==> config.mk <==
export PLATFORM = sky130hd
export DESIGN_NAME = tms_ctrl
export DESIGN_NICKNAME = d
export VERILOG_FILES = /design/src/tms_pkg.sv /design/src/tms_ctrl.sv
export SDC_FILE = /design/constraint.sdc
export NUM_CORES = 1
export LEC_CHECK = 0
export ABC_AREA = 0
export BUFFER_PORTS_ARGS = -buffer_cell sky130_fd_sc_hd__buf_4
export CAP_MARGIN = 20
export CORE_MARGIN = 2
export CORE_UTILIZATION = 54
export CTS_BUF_LIST = sky130_fd_sc_hd__clkbuf_16
export CTS_CLUSTER_DIAMETER = 60
export DETAILED_ROUTE_END_ITERATION = 10
export PLACE_DENSITY = 0.79
export SYNTH_ARGS = -nofsm -noshare
export SYNTH_HDL_FRONTEND = slang
export SYNTH_SLANG_ARGS = --single-unit
==> constraint.sdc <==
create_clock -name i_clk -period 2.5 [get_ports i_clk]
set_input_delay 0.125 -clock i_clk [delete_from_list [all_inputs] [get_ports i_clk]]
set_output_delay 0.125 -clock i_clk [all_outputs]
set_load 0.05 [all_outputs]
==> src/tms_pkg.sv <==
`default_nettype none

package tms_pkg;

    localparam int DEF_STACK_DEPTH = 32;
    localparam logic signed [31:0] ONE_Q = 32'sd65536;
    localparam logic signed [33:0] CORDIC_X0 = 34'sd652032874;

    typedef enum logic [3:0] {
        OP_IDENT = 4'd0,
        OP_ROTX  = 4'd1,
        OP_ROTY  = 4'd2,
        OP_ROTZ  = 4'd3,
        OP_ROTA  = 4'd4,
        OP_SCALE = 4'd5,
        OP_TRANS = 4'd6,
        OP_PUSH  = 4'd7,
        OP_POP   = 4'd8
    } t_op;

    typedef enum logic [1:0] {
        ST_OK        = 2'd0,
        ST_PUSH_OVF  = 2'd1,
        ST_POP_UNF   = 2'd2,
        ST_ZERO_AXIS = 2'd3
    } t_status;

    typedef enum logic [3:0] {
        S_IDLE, S_DECODE, S_IDENT, S_POP, S_PUSH, S_CORDIC, S_NORM, S_SQSUM,
        S_SQRT, S_DIV, S_AXMUL, S_BUILD, S_LOAD, S_MAC, S_EMIT
    } t_state;

    typedef enum logic [3:0] {
        DC_NONE, DC_LATCH, DC_IDENT, DC_POP, DC_PUSH, DC_CORDIC, DC_NORM, DC_SQSUM,
        DC_SQRT, DC_DIV, DC_AXMUL, DC_BUILD, DC_LOAD, DC_MAC, DC_EMIT
    } t_dcmd;

    typedef struct packed {
        logic [3:0]         op;
        logic [15:0]        angle;
        logic signed [31:0] vec_x;
        logic signed [31:0] vec_y;
        logic signed [31:0] vec_z;
        logic signed [31:0] scale_factor;
    } t_item;

    typedef struct packed {
        logic [3:0]         element_index;
        logic signed [31:0] element_value;
        t_status            status;
        logic [5:0]         stack_level;
        logic               last;
    } t_result;

    typedef struct packed {
        t_dcmd      op;
        logic [6:0] cnt;
        logic [1:0] sel;
    } t_cmd;

    typedef struct packed {
        logic [3:0] op;
        t_status    status;
        logic       norm_done;
    } t_stat;

    function automatic logic signed [32:0] atan_q30(input logic [3:0] i);
        logic signed [32:0] v;
        unique case (i)
            4'd0:    v = 33'sh020000000;
            4'd1:    v = 33'sh012E4051E;
            4'd2:    v = 33'sh009FB385B;
            4'd3:    v = 33'sh0051111D4;
            4'd4:    v = 33'sh0028B0D43;
            4'd5:    v = 33'sh00145D7E1;
            4'd6:    v = 33'sh000A2F61E;
            4'd7:    v = 33'sh000517C55;
            4'd8:    v = 33'sh00028BE53;
            4'd9:    v = 33'sh000145F2F;
            4'd10:   v = 33'sh0000A2F98;
            4'd11:   v = 33'sh0000517CC;
            4'd12:   v = 33'sh000028BE6;
            4'd13:   v = 33'sh0000145F3;
            4'd14:   v = 33'sh00000A2FA;
            default: v = 33'sh00000517D;
        endcase
        return v;
    endfunction

endpackage

`default_nettype wire

==> src/tms_ctrl.sv <==
`default_nettype none

module tms_ctrl (
    input  wire logic          i_clk,
    input  wire logic          i_rst_n,
    input  wire logic          i_start,
    input  tms_pkg::t_stat     i_st,
    output logic               o_busy,
    output tms_pkg::t_cmd      o_cmd
);

    tms_pkg::t_state r_state, n_state;
    logic [6:0]      r_cnt, n_cnt;
    logic [1:0]      r_sel, n_sel;

    always_ff @(posedge i_clk) begin
        if (!i_rst_n) begin
            r_state <= tms_pkg::S_IDLE;
            r_cnt   <= '0;
            r_sel   <= '0;
        end else begin
            r_state <= n_state;
            r_cnt   <= n_cnt;
            r_sel   <= n_sel;
        end
    end

    always_comb begin
        n_state = r_state;
        n_cnt   = r_cnt + 7'd1;
        n_sel   = r_sel;
        unique case (r_state)
            tms_pkg::S_IDLE: begin
                n_cnt = '0;
                if (i_start) n_state = tms_pkg::S_DECODE;
            end
            tms_pkg::S_DECODE: begin
                n_cnt = '0;
                if (i_st.status != tms_pkg::ST_OK) begin
                    n_state = tms_pkg::S_EMIT;
                end else begin
                    unique case (i_st.op)
                        tms_pkg::OP_IDENT: n_state = tms_pkg::S_IDENT;
                        tms_pkg::OP_ROTX,
                        tms_pkg::OP_ROTY,
                        tms_pkg::OP_ROTZ,
                        tms_pkg::OP_ROTA:  n_state = tms_pkg::S_CORDIC;
                        tms_pkg::OP_SCALE,
                        tms_pkg::OP_TRANS: n_state = tms_pkg::S_BUILD;
                        tms_pkg::OP_PUSH:  n_state = tms_pkg::S_PUSH;
                        tms_pkg::OP_POP:   n_state = tms_pkg::S_POP;
                        default:           n_state = tms_pkg::S_EMIT;
                    endcase
                end
            end
            tms_pkg::S_IDENT, tms_pkg::S_POP: begin
                n_cnt   = '0;
                n_state = tms_pkg::S_EMIT;
            end
            tms_pkg::S_PUSH: begin
                if (r_cnt == 7'd16) begin
                    n_cnt   = '0;
                    n_state = tms_pkg::S_EMIT;
                end
            end
            tms_pkg::S_CORDIC: begin
                if (r_cnt == 7'd15) begin
                    n_cnt   = '0;
                    n_state = (i_st.op == tms_pkg::OP_ROTA) ? tms_pkg::S_NORM
                                                             : tms_pkg::S_BUILD;
                end
            end
            tms_pkg::S_NORM: begin
                n_cnt = '0;
                if (i_st.norm_done) n_state = tms_pkg::S_SQSUM;
            end
            tms_pkg::S_SQSUM: begin
                if (r_cnt == 7'd2) begin
                    n_cnt   = '0;
                    n_state = tms_pkg::S_SQRT;
                end
            end
            tms_pkg::S_SQRT: begin
                if (r_cnt == 7'd31) begin
                    n_cnt   = '0;
                    n_sel   = '0;
                    n_state = tms_pkg::S_DIV;
                end
            end
            tms_pkg::S_DIV: begin
                if (r_cnt == 7'd17) begin
                    n_cnt = '0;
                    if (r_sel == 2'd2) begin
                        n_sel   = '0;
                        n_state = tms_pkg::S_AXMUL;
                    end else begin
                        n_sel = r_sel + 2'd1;
                    end
                end
            end
            tms_pkg::S_AXMUL: begin
                if (r_cnt == 7'd14) begin
                    n_cnt   = '0;
                    n_state = tms_pkg::S_BUILD;
                end
            end
            tms_pkg::S_BUILD: begin
                n_cnt   = '0;
                n_state = tms_pkg::S_LOAD;
            end
            tms_pkg::S_LOAD: begin
                if (r_cnt == 7'd16) begin
                    n_cnt   = '0;
                    n_state = tms_pkg::S_MAC;
                end
            end
            tms_pkg::S_MAC: begin
                if (r_cnt == 7'd64) begin
                    n_cnt   = '0;
                    n_state = tms_pkg::S_EMIT;
                end
            end
            tms_pkg::S_EMIT: begin
                if (r_cnt == 7'd16) begin
                    n_cnt   = '0;
                    n_state = tms_pkg::S_IDLE;
                end
            end
            default: begin
                n_cnt   = '0;
                n_state = tms_pkg::S_IDLE;
            end
        endcase
    end

    always_comb begin
        o_busy    = (r_state != tms_pkg::S_IDLE);
        o_cmd.cnt = r_cnt;
        o_cmd.sel = r_sel;
        unique case (r_state)
            tms_pkg::S_IDLE:   o_cmd.op = i_start ? tms_pkg::DC_LATCH : tms_pkg::DC_NONE;
            tms_pkg::S_IDENT:  o_cmd.op = tms_pkg::DC_IDENT;
            tms_pkg::S_POP:    o_cmd.op = tms_pkg::DC_POP;
            tms_pkg::S_PUSH:   o_cmd.op = tms_pkg::DC_PUSH;
            tms_pkg::S_CORDIC: o_cmd.op = tms_pkg::DC_CORDIC;
            tms_pkg::S_NORM:   o_cmd.op = tms_pkg::DC_NORM;
            tms_pkg::S_SQSUM:  o_cmd.op = tms_pkg::DC_SQSUM;
            tms_pkg::S_SQRT:   o_cmd.op = tms_pkg::DC_SQRT;
            tms_pkg::S_DIV:    o_cmd.op = tms_pkg::DC_DIV;
            tms_pkg::S_AXMUL:  o_cmd.op = tms_pkg::DC_AXMUL;
            tms_pkg::S_BUILD:  o_cmd.op = tms_pkg::DC_BUILD;
            tms_pkg::S_LOAD:   o_cmd.op = tms_pkg::DC_LOAD;
            tms_pkg::S_MAC:    o_cmd.op = tms_pkg::DC_MAC;
            tms_pkg::S_EMIT:   o_cmd.op = tms_pkg::DC_EMIT;
            default:           o_cmd.op = tms_pkg::DC_NONE;
        endcase
    end

    a_mac_bound: assert property (@(posedge i_clk) disable iff (!i_rst_n)
        (r_state == tms_pkg::S_MAC) |-> (r_cnt <= 7'd64))
        else $error("mac step count out of range");

    a_emit_end: assert property (@(posedge i_clk) disable iff (!i_rst_n)
        (r_state == tms_pkg::S_EMIT && r_cnt == 7'd16) |=> (r_state == tms_pkg::S_IDLE))
        else $error("no return to idle after last element");

    a_status_skip: assert property (@(posedge i_clk) disable iff (!i_rst_n)
        (r_state == tms_pkg::S_DECODE && i_st.status != tms_pkg::ST_OK)
        |=> (r_state == tms_pkg::S_EMIT))
        else $error("flagged op did not go straight to emit");

endmodule

`default_nettype wire

==> results by group <==
Outcome
  – Outcome: completed

GRT
  – GR Util All Layers: between 20% and 30%
  – First-pass GRT wire length: between 4 and 5 mm
  – Largest net degree at the start of global routing: 16
  – Antenna violations before repair: 0
  – Grt ovf: 0
  – Vias in the first global route: 1134

Pwr
  – Leakage: 0.616 nW
  – Cell Pwr Density: 920 nW/um2
  – Peak VDD IR: 713 uV
  – Total power: between 1 and 1.5 mW

Synth
  – Post-Syn Area: roughly 1200 um2
  – #FFs+latches synth: 13
  – Post-synthesis sequential area ratio: 21.4%
  – Yosys warns: 0
  – FFs w/ async S/R, synth: 0%
  – Primary FF master, synth: dfxtp_1
  – Synthesized Nets: 167
  – Synth Instances: 150
  – Syn_area_per_cell: between 8 and 9 um2
  – Post-synth EDFFs: 0
  – Distinct cell type count after synthesis: 52

STA
  – Fin crit period: 2170 ps
  – Fmax: 461 MHz
  – RSZ-0062 raised after global routing: no
  – Slew @ Worst Pin: 433 ps
  – Setup total negative slack: 0 ps
  – Clock Skews: a little over 3 ps
  – Max-slew violations: 0
  – Final period util: around 87%
  – Final Hold Fails: 0
  – Final setup vio count: 0
  – WHS: roughly 190 ps
  – Final worst-path setup slack: 332 ps
  – Relative slew margins: approximately 70%

Drt
  – Vias: 1164
  – Remaining DRCs: 0
  – Initial drt markers: 35
  – DR WL/cell: 13.7 um
  – Number of routed nets with antenna violations: 0
  – Post-Route WL: about 2.7 mm
  – Vias/cell: 5.79
  – Drt pass-1 iters: 4

Clocking
  – Clock root buffer: clkbuf_16
  – CTS Buf Count: 3
  – H-tree depth: 1
  – Maximum clock path buffer count: 2
  – Hold-fix buffers, CTS: 0
  – Post-CTS Setup Inserts: 0
  – Worst-path clk slew: 50 ps
  – CTS Sinks: 13
  – PostCTS Resize Cnt: 0
  – Worst-skew pair later-pin latency: 240 ps
  – CTS tree: yes

Floorplanning
  – DIE WIDTH: ~51 um
  – Die H: 51.4 um
  – Starting Density: a little under three fifths
  – CORE AREA: around 2200 um2
  – Row cnt: 17
  – Io pins: 24
  – Total die area: ~2600 um2

Hold path
  – Tightest Hold Check Type: input pin to register
  – Hold-critical path depth: 3
  – Hold path start: i_rst_n

Worst setup path
  – Critical path buffer and inverter count: 0
  – Crit-path cells: ha_1, nand3_1, o41ai_1, or2b_2, nor4_4, mux2i_1
  – Crit path depth: 6
  – Crit-path max FO: 7
  – CP required: 2670 ps
  – Worst Setup End Kind: register
  – Crit Path Class: register to register
  – Slowest cell on crit path: dfxtp_1
  – Worst reg2reg path depth: 6
  – CP Launch Point: r_cnt[0]
  – Cell family with most CP delay: simple AND/OR/NAND/NOR gates
  – Worst Setup Start Kind: register
  – Data arrival, critical path: ~2300 ps
  – Crit path largest cell delay: between 400 and 500 ps
  – Worst flop-to-flop path startpoint: r_cnt[0]

Cells and area
  – Final Instance Area: around 1500 um2
  – Proportion of layout cells with a drive suffix above 1: ~25%
  – Nets@finish: roughly 190
  – P&R area growth vs syn: 22.4%
  – # diodes: 0
  – Final Util: slightly below 70%
  – Filler cells: approximately 180
  – Layout Cells excl Fill: 201

Placement
  – Post-DP HPWL: ~2.1 mm
  – Post-place instance area: 1410 um2
  – Port bufs: 23
  – Dpl ws: 337 ps
  – Inst Count DP: 197
  – RePlAce Congestion: 0.845

Run
  – MaxCap Viol Count: 0
[synthesized netlist by cell type (3+ instances only)]
cell,n,share of area (%)
nand3_1,7,2.9
nor3_1,3,1.2
a31oi_1,5,2.6
o21ai_0,5,2.1
nand2b_1,3,1.5
nand2_1,11,3.4
dfxtp_1,13,21
buf_2,3,1.2
nor2b_1,4,2.1
xor2_1,3,2.2
mux2i_1,6,4.9
inv_1,11,3.4
nor2_1,12,3.7
clkbuf_1,4,1.2
a21oi_1,6,2.5
ha_1,7,7.2
[state kept, by name, indices dropped and copies added (netlist names)]
register  cells
r_state       4
r_sel         2
r_cnt         7
[path summary, 6_finish.rpt]
path	to	slack, ps
worst max register to register	r_state[3]	330
worst min register to register	r_sel[1]	490
worst max-delay path	r_state[3]	330
worst min-delay path	r_state[3]	190
[cell families (layout without fill, tap and decap cells)]
logic type                 after synthesis  after routing  synth area share, %
AOI/OAI and AO/OA                       32             32                 19.6
muxes                                    6              6                 4.95
and+or+nand+nor                         66             66                 34.8
DFF                                     13             13                 21.4
adders and majority gates                7              7                 7.22
xor gates and xnor gates                 5              5                 3.61
buffers and inverters                   21             44                 8.35
[worst min-delay path, stage by stage]
cell and delay [ps]:
buf_4 140, nand2_1 60, mux2i_1 60
[area by class of cell]
class / instances / area (um2) / share of cell area, %
Timing Repair Buffer: 29 / 218 / 14.7
Multi-Input combinational cell: 116 / 852 / 57.4
Tap cell: 28 / 35.0 / 2.36
Clock buffer: 3 / 75.1 / 5.05
Clock inverter: 1 / 3.75 / 0.253
Inverter: 11 / 41.3 / 2.78
Sequential cell: 13 / 260 / 17.5
[placed cells by master, fill, tap and decap left out, drive strengths merged, types with 3 or more instances in the layout]
cell type / Yosys / final
buf: 6 / 29
dfxtp: 13 / 13
inv: 11 / 12
nor2: 12 / 12
nand2: 11 / 11
nand3: 7 / 7
ha: 7 / 7
a21oi: 6 / 6
mux2i: 6 / 6
o21ai: 6 / 6
a31oi: 5 / 5
nor2b: 4 / 4
nor4b: 4 / 4
nor3: 3 / 3
nand2b: 3 / 3
xor2: 3 / 3
clkbuf: 4 / 3
nor4: 3 / 3
nor3b: 3 / 3
[routing by layer]
layer	GRT usage [%]	part of all wire, %
met4	9.21	0.95
met2	42.9	52
met5	0	0
met3	4.39	2.4
met1	27.5	45
[power breakdown]
part	switching (mW)	internal [mW]
Combinational	0.445	0.310
Sequential	0.0705	0.237
Clock	0.0926	0.211
No activity file was read; power rests on OpenSTA's default activity.
